--- config.mk ---
export PLATFORM = sky130hd
export DESIGN_NAME = flat_field_pixel_correct
export DESIGN_NICKNAME = d
export VERILOG_FILES = /design/src/rtl/core/ffpc_pkg.sv /design/src/rtl/core/ffpc_div.sv /design/src/rtl/core/flat_field_pixel_correct.sv
export SDC_FILE = /design/constraint.sdc
export NUM_CORES = 2
export LEC_CHECK = 0
export ABC_AREA = 1
export BUFFER_PORTS_ARGS = -buffer_cell sky130_fd_sc_hd__buf_2
export CAP_MARGIN = 5
export CORE_MARGIN = 5
export CORE_UTILIZATION = 64
export DETAILED_ROUTE_END_ITERATION = 10
export PLACE_DENSITY_LB_ADDON = 0.3
export SLEW_MARGIN = 0
export SYNTH_ARGS = -nofsm -noshare
export SYNTH_HDL_FRONTEND = slang
export SYNTH_SLANG_ARGS = --single-unit
--- constraint.sdc ---
create_clock -name clock -period 108.5 [get_ports clock]
set_clock_uncertainty 0.2 [all_clocks]
set_input_delay 21.7 -clock clock [delete_from_list [all_inputs] [get_ports clock]]
set_output_delay 21.7 -clock clock [all_outputs]
set_load 0.1 [all_outputs]
--- src/rtl/core/ffpc_pkg.sv ---
// Shared types and constants for the flat-field pixel correction block.
// No dependencies; used by ffpc_div and flat_field_pixel_correct.
package ffpc_pkg;

   localparam int CFG_BITS   = 16;
   localparam int CSR_IDX_BITS = 8;

   localparam logic [CSR_IDX_BITS-1:0] REG_DARK_FLOOR    = 8'd0;
   localparam logic [CSR_IDX_BITS-1:0] REG_FLAT_PEAK     = 8'd1;
   localparam logic [CSR_IDX_BITS-1:0] REG_OUTPUT_OFFSET = 8'd2;
   localparam logic [CSR_IDX_BITS-1:0] REG_MAX_PIXEL     = 8'd3;

   localparam logic [CFG_BITS-1:0] RST_DARK_FLOOR    = 16'd4100;
   localparam logic [CFG_BITS-1:0] RST_FLAT_PEAK     = 16'd0;
   localparam logic [CFG_BITS-1:0] RST_OUTPUT_OFFSET = 16'd4000;
   localparam logic [CFG_BITS-1:0] RST_MAX_PIXEL     = 16'd255;

   typedef struct packed {
      logic neg;
      logic no_flat;
   } ffpc_tag_type;

endpackage

--- src/rtl/core/ffpc_div.sv ---
// Pipelined restoring divider, one quotient bit per register stage.
// Depends on ffpc_pkg for the sideband tag type and the divisor width.
module ffpc_div #(
   parameter int DIVIDEND_BITS = 32
) (
   input  logic                           clock,
   input  logic                           reset,
   input  logic                           en,
   input  logic                           in_valid,
   input  ffpc_pkg::ffpc_tag_type         in_tag,
   input  logic [DIVIDEND_BITS-1:0]       in_dividend,
   input  logic [ffpc_pkg::CFG_BITS-1:0]  in_divisor,
   output logic                           out_valid,
   output ffpc_pkg::ffpc_tag_type         out_tag,
   output logic [DIVIDEND_BITS-1:0]       out_quot
);

   localparam int DB = ffpc_pkg::CFG_BITS;

   logic                   valid_ff [DIVIDEND_BITS];
   ffpc_pkg::ffpc_tag_type tag_ff   [DIVIDEND_BITS];
   logic [DB-1:0]          rem_ff   [DIVIDEND_BITS];
   logic [DIVIDEND_BITS-1:0] dq_ff  [DIVIDEND_BITS];
   logic [DB-1:0]          div_ff   [DIVIDEND_BITS];

   for (genvar i = 0; i < DIVIDEND_BITS; i++) begin : g_stage
      logic                     prev_valid;
      ffpc_pkg::ffpc_tag_type   prev_tag;
      logic [DB-1:0]            prev_rem;
      logic [DIVIDEND_BITS-1:0] prev_dq;
      logic [DB-1:0]            prev_div;
      logic [DB+1:0]            trial;
      logic                     ge;
      logic [DB-1:0]            rem_in;
      logic [DIVIDEND_BITS-1:0] dq_in;

      if (i == 0) begin : g_first
         assign prev_valid = in_valid;
         assign prev_tag   = in_tag;
         assign prev_rem   = '0;
         assign prev_dq    = in_dividend;
         assign prev_div   = in_divisor;
      end else begin : g_next
         assign prev_valid = valid_ff[i-1];
         assign prev_tag   = tag_ff[i-1];
         assign prev_rem   = rem_ff[i-1];
         assign prev_dq    = dq_ff[i-1];
         assign prev_div   = div_ff[i-1];
      end

      always_comb begin
         trial  = {1'b0, prev_rem, prev_dq[DIVIDEND_BITS-1]} - {2'b00, prev_div};
         ge     = ~trial[DB+1];
         rem_in = ge ? trial[DB-1:0] : {prev_rem[DB-2:0], prev_dq[DIVIDEND_BITS-1]};
         dq_in  = {prev_dq[DIVIDEND_BITS-2:0], ge};
      end

      always_ff @(posedge clock) begin
         if (reset) begin
            valid_ff[i] <= 1'b0;
         end else if (en) begin
            valid_ff[i] <= prev_valid;
         end
         if (en) begin
            tag_ff[i] <= prev_tag;
            rem_ff[i] <= rem_in;
            dq_ff[i]  <= dq_in;
            div_ff[i] <= prev_div;
         end
      end
   end

   assign out_valid = valid_ff[DIVIDEND_BITS-1];
   assign out_tag   = tag_ff[DIVIDEND_BITS-1];
   assign out_quot  = dq_ff[DIVIDEND_BITS-1];

endmodule

--- src/rtl/core/flat_field_pixel_correct.sv ---
// Top level of the flat-field pixel correction block.
// Depends on ffpc_pkg and ffpc_div.
//
// Usage: each req_ transaction carries a raw pixel, its bias value and its
// flat value; each yields exactly one rsp_ transaction, in order, with the
// corrected pixel clamped to 0..max_pixel, or 0 with rsp_no_flat set when the
// flat value is not above the dark floor register.
// Pipeline: one stage for the differences, one for the gain multiply,
// one divider stage per quotient bit (SAMPLE_BITS + 16), one for the sign
// and one for the offset add and clamp into the output register.
// Throughput: one pixel per cycle when not stalled (divider fully pipelined).
// Stall: the whole pipeline holds while the output register is full and
// rsp_stall is high; req_stall is raised in exactly those cycles. Bubbles
// elsewhere do not stall the input.
// Configuration: csr_ writes are always ready; write only while no pixel is
// in flight. Indexes past max_pixel are ignored.
// Reset: synchronous, clears all valid bits and loads register defaults
// (dark floor 4100, flat_peak 0, output_offset 4000, max_pixel 255).
module flat_field_pixel_correct #(
   parameter int SAMPLE_BITS = 16
) (
   input  logic                                 clock,
   input  logic                                 reset,
   input  logic                                 req_valid,
   output logic                                 req_stall,
   input  logic [SAMPLE_BITS-1:0]               req_raw_sample,
   input  logic [SAMPLE_BITS-1:0]               req_bias_sample,
   input  logic [SAMPLE_BITS-1:0]               req_flat_sample,
   output logic                                 rsp_valid,
   input  logic                                 rsp_stall,
   output logic [15:0]                          rsp_corrected,
   output logic                                 rsp_no_flat,
   input  logic                                 csr_valid,
   output logic                                 csr_ready,
   input  logic [ffpc_pkg::CSR_IDX_BITS-1:0]    csr_index,
   input  logic [ffpc_pkg::CFG_BITS-1:0]        csr_wdata
);

   localparam int CB = ffpc_pkg::CFG_BITS;
   localparam int DW = SAMPLE_BITS + CB;

   logic [CB-1:0] dark_floor_ff;
   logic [CB-1:0] flat_peak_ff;
   logic [CB-1:0] output_offset_ff;
   logic [CB-1:0] max_pixel_ff;

   logic en;

   // difference stage
   logic                   s1_valid_ff;
   ffpc_pkg::ffpc_tag_type s1_tag_ff;
   logic [SAMPLE_BITS-1:0] s1_mag_ff;
   logic [CB-1:0]          s1_denom_ff;
   logic [CB-1:0]          flat_ext;
   ffpc_pkg::ffpc_tag_type s1_tag_in;
   logic [SAMPLE_BITS-1:0] s1_mag_in;
   logic [CB-1:0]          s1_denom_in;

   // multiply stage
   logic                   s2_valid_ff;
   ffpc_pkg::ffpc_tag_type s2_tag_ff;
   logic [DW-1:0]          s2_prod_ff;
   logic [CB-1:0]          s2_denom_ff;

   // divider output
   logic                   dv_valid;
   ffpc_pkg::ffpc_tag_type dv_tag;
   logic [DW-1:0]          dv_quot;

   // sign stage
   logic                   s3_valid_ff;
   logic                   s3_no_flat_ff;
   logic signed [DW:0]     s3_quot_ff;

   // output stage
   logic                   rsp_valid_ff;
   logic [15:0]            rsp_corrected_ff;
   logic                   rsp_no_flat_ff;
   logic signed [DW+1:0]   sum;
   logic [15:0]            corrected_in;

   assign csr_ready = 1'b1;

   always_ff @(posedge clock) begin
      if (reset) begin
         dark_floor_ff    <= ffpc_pkg::RST_DARK_FLOOR;
         flat_peak_ff     <= ffpc_pkg::RST_FLAT_PEAK;
         output_offset_ff <= ffpc_pkg::RST_OUTPUT_OFFSET;
         max_pixel_ff     <= ffpc_pkg::RST_MAX_PIXEL;
      end else if (csr_valid && csr_ready) begin
         unique case (csr_index)
            ffpc_pkg::REG_DARK_FLOOR:    dark_floor_ff    <= csr_wdata;
            ffpc_pkg::REG_FLAT_PEAK:     flat_peak_ff     <= csr_wdata;
            ffpc_pkg::REG_OUTPUT_OFFSET: output_offset_ff <= csr_wdata;
            ffpc_pkg::REG_MAX_PIXEL:     max_pixel_ff     <= csr_wdata;
            default: ;
         endcase
      end
   end

   assign en        = ~(rsp_valid_ff & rsp_stall);
   assign req_stall = ~en;

   always_comb begin
      flat_ext          = CB'(req_flat_sample);
      s1_tag_in.neg     = req_raw_sample < req_bias_sample;
      s1_tag_in.no_flat = flat_ext <= dark_floor_ff;
      s1_mag_in = s1_tag_in.neg ? req_bias_sample - req_raw_sample
                                : req_raw_sample - req_bias_sample;
      s1_denom_in = s1_tag_in.no_flat ? CB'(1) : flat_ext - dark_floor_ff;
   end

   always_ff @(posedge clock) begin
      if (reset) begin
         s1_valid_ff <= 1'b0;
         s2_valid_ff <= 1'b0;
         s3_valid_ff <= 1'b0;
         rsp_valid_ff <= 1'b0;
      end else if (en) begin
         s1_valid_ff  <= req_valid;
         s2_valid_ff  <= s1_valid_ff;
         s3_valid_ff  <= dv_valid;
         rsp_valid_ff <= s3_valid_ff;
      end
      if (en) begin
         s1_tag_ff   <= s1_tag_in;
         s1_mag_ff   <= s1_mag_in;
         s1_denom_ff <= s1_denom_in;
         s2_tag_ff   <= s1_tag_ff;
         s2_prod_ff  <= DW'(s1_mag_ff) * DW'(flat_peak_ff);
         s2_denom_ff <= s1_denom_ff;
         s3_no_flat_ff <= dv_tag.no_flat;
         s3_quot_ff    <= dv_tag.neg ? -$signed({1'b0, dv_quot}) : $signed({1'b0, dv_quot});
         rsp_corrected_ff <= corrected_in;
         rsp_no_flat_ff   <= s3_no_flat_ff;
      end
   end

   ffpc_div #(
      .DIVIDEND_BITS (DW)
   ) u_div (
      .clock       (clock),
      .reset       (reset),
      .en          (en),
      .in_valid    (s2_valid_ff),
      .in_tag      (s2_tag_ff),
      .in_dividend (s2_prod_ff),
      .in_divisor  (s2_denom_ff),
      .out_valid   (dv_valid),
      .out_tag     (dv_tag),
      .out_quot    (dv_quot)
   );

   always_comb begin
      sum = (DW+2)'(s3_quot_ff) + $signed({2'b00, DW'(output_offset_ff)});
      priority if (s3_no_flat_ff || sum[DW+1]) begin
         corrected_in = '0;
      end else if (sum > $signed({2'b00, DW'(max_pixel_ff)})) begin
         corrected_in = max_pixel_ff;
      end else begin
         corrected_in = sum[15:0];
      end
   end

   assign rsp_valid     = rsp_valid_ff;
   assign rsp_corrected = rsp_corrected_ff;
   assign rsp_no_flat   = rsp_no_flat_ff;

   a_no_flat_zero: assert property (@(posedge clock) disable iff (reset)
      rsp_valid && rsp_no_flat |-> rsp_corrected == 16'd0)
      else $error("no_flat result with nonzero pixel");

   a_clamped: assert property (@(posedge clock) disable iff (reset)
      rsp_valid |-> rsp_corrected <= max_pixel_ff)
      else $error("corrected pixel above max_pixel");

   a_stall_cause: assert property (@(posedge clock) disable iff (reset)
      req_stall |-> rsp_valid && rsp_stall)
      else $error("input stalled without a stalled result");

   a_reset_empty: assert property (@(posedge clock)
      reset |=> !rsp_valid)
      else $error("result valid right after reset");

endmodule
Word-level counts from Yosys, hierarchy flattened
Memories as Yosys holds them, arrays and structs flattened. A register that Yosys moved wholly into a read port is not among the register bits. Index checks and enable logic that the tools add are counted.

Reduce and logical (&&, ||, !) cells: 7. Shifts and indexed selects: 0. Multiply operators: 1. Bitwise gates (word level): 65. Add/sub/neg operators: 37. $lt $le $gt $ge: 3. Div/mod/pow operators: 0. Eq/ne operators: 3. Muxes and demuxes: 72.

Operators by type and width (number): $sub 17x16->18 (31); $mux 16 (34); $sub 16x16->16 (3); $mux 1 (37); $add 33x17->34 (1); $gt 34x17->1 (1); $neg 32->33 (1); $mul 16x16->32 (1); $mux 32 (1); $not 1->1 (32); $or 1x1->1 (32); $sub 1x16->17 (1); $eq 8x2->1 const B (2); $le 16x16->1 (1); $lt 16x16->1 (1); $eq 8x1->1 const B (1); $logic_not 8->1 (1); $reduce_and 2->1 (4); $and 1x1->1 (1); $logic_not 1->1 (1); $logic_or 1x1->1 (1).

Latch bits: 0. Word-level logic and storage cells: 213. Bits of input ports: 77. Memories kept: 5. Output and inout bits: 20. Memory bits (writable): 2144. ROM bits: 0. Register bits: 202.

Memories: u_div.dq_ff (depth 32, bits a word 32, rd ports 32, clocked after memory_dff 0, write ports 32, line ffpc_div.sv:23) `logic [DIVIDEND_BITS-1:0] dq_ff [DIVIDEND_BITS];`; u_div.div_ff (depth 32, bits a word 16, rd ports 31, clocked after memory_dff 0, write ports 32, line ffpc_div.sv:24) `logic [DB-1:0] div_ff [DIVIDEND_BITS];`; u_div.rem_ff (depth 32, bits a word 16, rd ports 31, clocked after memory_dff 0, write ports 32, line ffpc_div.sv:22) `logic [DB-1:0] rem_ff [DIVIDEND_BITS];`; u_div.tag_ff (depth 32, bits a word 2, rd ports 32, clocked after memory_dff 0, write ports 32, line ffpc_div.sv:21) `ffpc_pkg::ffpc_tag_type tag_ff [DIVIDEND_BITS];`; u_div.valid_ff (depth 32, bits a word 1, rd ports 32, clocked after memory_dff 1, write ports 32, line ffpc_div.sv:20) `logic valid_ff [DIVIDEND_BITS];`.

Depth between registers and ports, before layout
Depth in word-level cells: 5. Mapped depth: 26. Gate-level depth less buffers: 25.

Modules after synthesis
Synthesis repeated with hierarchy kept, for this count alone.

Cell total of the unflattened synthesis: 12496. Area, all modules: 123636.1 um^2.

Modules (own cells, without submodules): ffpc_div (area each 102769.8 um^2, instances 1, cells an instance 9866, sequential area each 63420.8 um^2); flat_field_pixel_correct (area each 20866.3 um^2, instances 1, cells an instance 2630, sequential area each 5415.2 um^2).

Least setup slack after synthesis
Ideal clock, no wire load.

Path type: in2out. From: in rsp_stall. To: out req_stall. Setup slack: -2.411 ns. Cell stages on the path: 2. Data arrival time: 89.011 ns. Required time: 86.600 ns. Buffers on the path: 0. Cell sequence: nand2_1 > inv_1.

Cells in the longest elaborated chain, start to end: 1.

Ends and longest elaborated chain: start, declared (line flat_field_pixel_correct.sv:30) `input logic rsp_stall,`; $and 1x1->1 (line flat_field_pixel_correct.sv:101) `assign en = ~(rsp_valid_ff & rsp_stall);`; end, declared (line flat_field_pixel_correct.sv:25) `output logic req_stall,`.

Every way passes these cells.

Worst setup path after layout
Ends and elaborated chain as after synthesis.

==> flow_metrics.env <==
export IMPL_yosysWarnings=0
export IMPL_post_cts_setup_buffers=0
export IMPL_cts_buffers=222
export IMPL_placedCellCount=11600
export IMPL_r2r_cells=19
export IMPL_setup_slack_ns=63.67
export IMPL_pre_cts_slack_ns=63.60
export IMPL_setup_viol=0
export IMPL_hold_depth=0
export IMPL_clk_latency_ns=0.88
export IMPL_antenna_found_initial=3
export IMPL_antenna_left=0
export IMPL_cts_tree="done"
export IMPL_cts_path_max_buffers=3
export IMPL_synth_edf_count=2247
export IMPL_finalWorstPathRequiredPeriod_ns=44.83
export IMPL_crit_family="buffers and inverters"
export IMPL_ctsResizeCount=0
export IMPL_boundaryPins=97
export IMPL_grt_pass1_wl_um=356000
export IMPL_cp_max_fo=106
export IMPL_yosysUniqueCellTypes=58
export IMPL_dieArea_mm2=0.181
export IMPL_clock_root_buffer="clkbuf_16"
export IMPL_via_count=67300
export IMPL_grt_total_usage=0.248
export IMPL_slowest_delay_ns=0.45
export IMPL_end_kind="primary output"
export IMPL_startpoint="rsp_stall"
export IMPL_crit_required_ns=86.60
export IMPL_placed_cell_area_mm2=0.113
export IMPL_finalHoldViolations=0
export IMPL_overflow=0
export IMPL_avgSynthCellArea_um2=11.9
export IMPL_fmax_mhz=22.3
export IMPL_initial_utilization=0.644
export IMPL_grt_max_degree=200
export IMPL_grt_pass1_vias=69000
export IMPL_place_port_buffers=95
export IMPL_cp_start_kind="input pin"
export IMPL_drc=0
export IMPL_rrSetupSlack_ns=101.51
export IMPL_cts_htree_levels=4
export IMPL_final_nets=10500
export IMPL_rsz0062_at_grt="false"
export IMPL_clkTransAtPathRegs_ns=0.06
export IMPL_hold_path_class="flop to flop"
export IMPL_crit_type="input pin to primary output"
export IMPL_ys_ff_latch=2315
export IMPL_power_per_cell_area_mw_per_mm2=27.4
export IMPL_die_h_um=426
export IMPL_r2r_start="flat_peak_ff[1]"
export IMPL_p_leak_nw=51.4
export IMPL_via_per_inst=5.60
export IMPL_holdPathEnd="u_div.dq_ff[1][427]"
export IMPL_drive_above_1_share=0.0518
export IMPL_final_cell_area_mm2=0.121
export IMPL_path_depth=4
export IMPL_ctsHoldBuffers=0
export IMPL_synthCells=9319
export IMPL_synth_seq_area_share=0.623
export IMPL_max_slew_margin_rel=0.176
export IMPL_crit_top_cell="buf_2"
export IMPL_critPathArrivalTime_ns=22.93
export IMPL_drv_cap=0
export IMPL_drt_iter0_markers=5664
export IMPL_worst_slew_pin_slew_ns=1.23
export IMPL_post_route_period_util=0.413
export IMPL_r2r_end="s2_prod_ff[22]"
export IMPL_min_delay_start="u_div.dq_ff[1][394]"
export IMPL_slew_violations=0
export IMPL_slowest_stage="buf_2"
export IMPL_cts_sinks=2315
export IMPL_rows=152
export IMPL_status="completed"
export IMPL_ys_flop_type="edfxtp_1"
export IMPL_nFillCells=11200
export IMPL_instances_no_fill=12000
export IMPL_dr_pass1_iters=6
export IMPL_syn2layout_area_growth_pct=9.30
export IMPL_ir_drop_mv=0.0208
export IMPL_async_reset_ff_frac=0
export IMPL_worstPathCellList="buf_2, nand2_8, inv_1, buf_2"
export IMPL_gp_congestion=0.906
export IMPL_die_w_um=426
export IMPL_synth_cell_area_mm2=0.111
export IMPL_core_mm2=0.172
export IMPL_drt_total_wl_um=225000
export IMPL_wl_per_cell_um=18.7
export IMPL_dp_hpwl_um=150000
export IMPL_fin_util=0.704
export IMPL_tns_ns=0
export IMPL_crit_buf_inv=3
-- kinds of logic after synthesis --
| kind of cell | synth area share |
|---|---|
| AND/OR/NAND/NOR | 0.0931 |
| buffers and inverters | 0.0556 |
| adder cells (fa/ha/maj) | 0.118 |
| XOR/XNOR | 0.0372 |
| multiplexers | 0.0000905 |
| AO/OA/AOI/OAI | 0.0729 |
| other | 0.0000679 |
| flip-flops | 0.623 |
-- worst max-delay path by stage --
stage and to:
2_1_floorplan req_stall, 3_3_place_gp req_stall, 3_5_place_dp req_stall, 4_1_cts req_stall, 5_1_grt req_stall, 6_report req_stall
-- cell usage in the layout, fill, tap and decap left out, types with 6 or more instances in the layout --
| cell type | netlist | layout |
|---|---|---|
| clkinvlp_4 | 0 | 9 |
| or2_2 | 14 | 14 |
| a21boi_0 | 34 | 34 |
| fa_1 | 228 | 228 |
| nand4_1 | 32 | 32 |
| edfxtp_1 | 2247 | 2247 |
| a21o_1 | 16 | 16 |
| a31oi_1 | 21 | 21 |
| clkinv_16 | 0 | 13 |
| buf_12 | 0 | 6 |
| dfxtp_1 | 68 | 68 |
| clkinv_1 | 1 | 56 |
| ha_1 | 681 | 681 |
| inv_1 | 1384 | 1383 |
| o21ai_1 | 72 | 72 |
| nor3_1 | 81 | 81 |
| clkbuf_16 | 0 | 224 |
| nand3_1 | 240 | 240 |
| nand3b_1 | 12 | 12 |
| o21ai_0 | 219 | 219 |
| o211ai_1 | 21 | 21 |
| o21bai_1 | 8 | 8 |
| buf_2 | 34 | 95 |
| xor2_1 | 232 | 232 |
| buf_4 | 51 | 30 |
| a21oi_1 | 988 | 988 |
| conb_1 | 2 | 8 |
| a211oi_1 | 29 | 29 |
| nor2_1 | 791 | 791 |
| nand3_2 | 8 | 8 |
| xnor2_1 | 238 | 238 |
| o21a_1 | 6 | 6 |
| a221oi_1 | 6 | 6 |
| inv_6 | 0 | 6 |
| clkbuf_1 | 90 | 38 |
| bufinv_16 | 0 | 23 |
| o31ai_1 | 59 | 59 |
| nand2_1 | 1338 | 1337 |
| clkinv_2 | 0 | 42 |
| nand2_2 | 7 | 7 |
-- metrics by stage --
stage	power, mW	hold slack, ns
final	3.32	0.169
after floorplan	2.24	0.200
after global routing	3.52	0.174
after CTS	3.32	0.168
after global placement	2.45	0.200
after detailed placement	2.51	0.205
-- final cells by class --
type / instances / area, µm² / area share
Timing Repair Buffer: 131 / 821 / 0.00679
Clock inverter: 153 / 1690 / 0.0139
Antenna cell: 4 / 10.0 / 0.0000828
Sequential cell: 2315 / 68800 / 0.570
Tap cell: 2310 / 2890 / 0.0239
Inverter: 1388 / 5210 / 0.0431
Multi-Input combinational cell: 5436 / 35600 / 0.295
Clock buffer: 264 / 5780 / 0.0478
-- power by group --
| group | internal, mW | switching (mW) |
|---|---|---|
| sequential | 1.29 | 0.131 |
| clock | 0.439 | 0.344 |
| combinational | 0.433 | 0.682 |
| total | 2.16 | 1.16 |
-- Yosys cell counts, types with 29 or more instances --
cell type / n / area share
nor3_1: 81 / 0.0037
dfxtp_1: 68 / 0.012
xnor2_1: 238 / 0.019
o21ai_1: 72 / 0.0033
clkbuf_1: 90 / 0.0031
nand4_1: 32 / 0.0018
buf_2: 34 / 0.0015
o31ai_1: 59 / 0.0040
ha_1: 681 / 0.077
buf_4: 51 / 0.0035
fa_1: 228 / 0.041
a21boi_0: 34 / 0.0023
nand3_1: 240 / 0.011
a211oi_1: 29 / 0.0020
inv_1: 1384 / 0.047
nand2_1: 1338 / 0.045
nor2_1: 791 / 0.027
edfxtp_1: 2247 / 0.61
xor2_1: 232 / 0.018
a21oi_1: 988 / 0.045
o21ai_0: 219 / 0.0099
-- sequential cells by signal (all words and copies together) (netlist names), 32 cells and up --
name,cells
u_div.dq_ff,1024
u_div.div_ff,496
u_div.rem_ff,496
u_div.tag_ff,64
s3_quot_ff,33
s2_prod_ff,32
u_div.valid_ff,32
-- layer usage --
metal,GRT usage,vias up,share of wire
met5,0,-,0
met4,0.116,0,0.051
met3,0.0339,641,0.047
met2,0.454,2120,0.52
met1,0.289,32300,0.38
li1,-,32200,-
No activity file was read; power rests on OpenSTA's default activity.
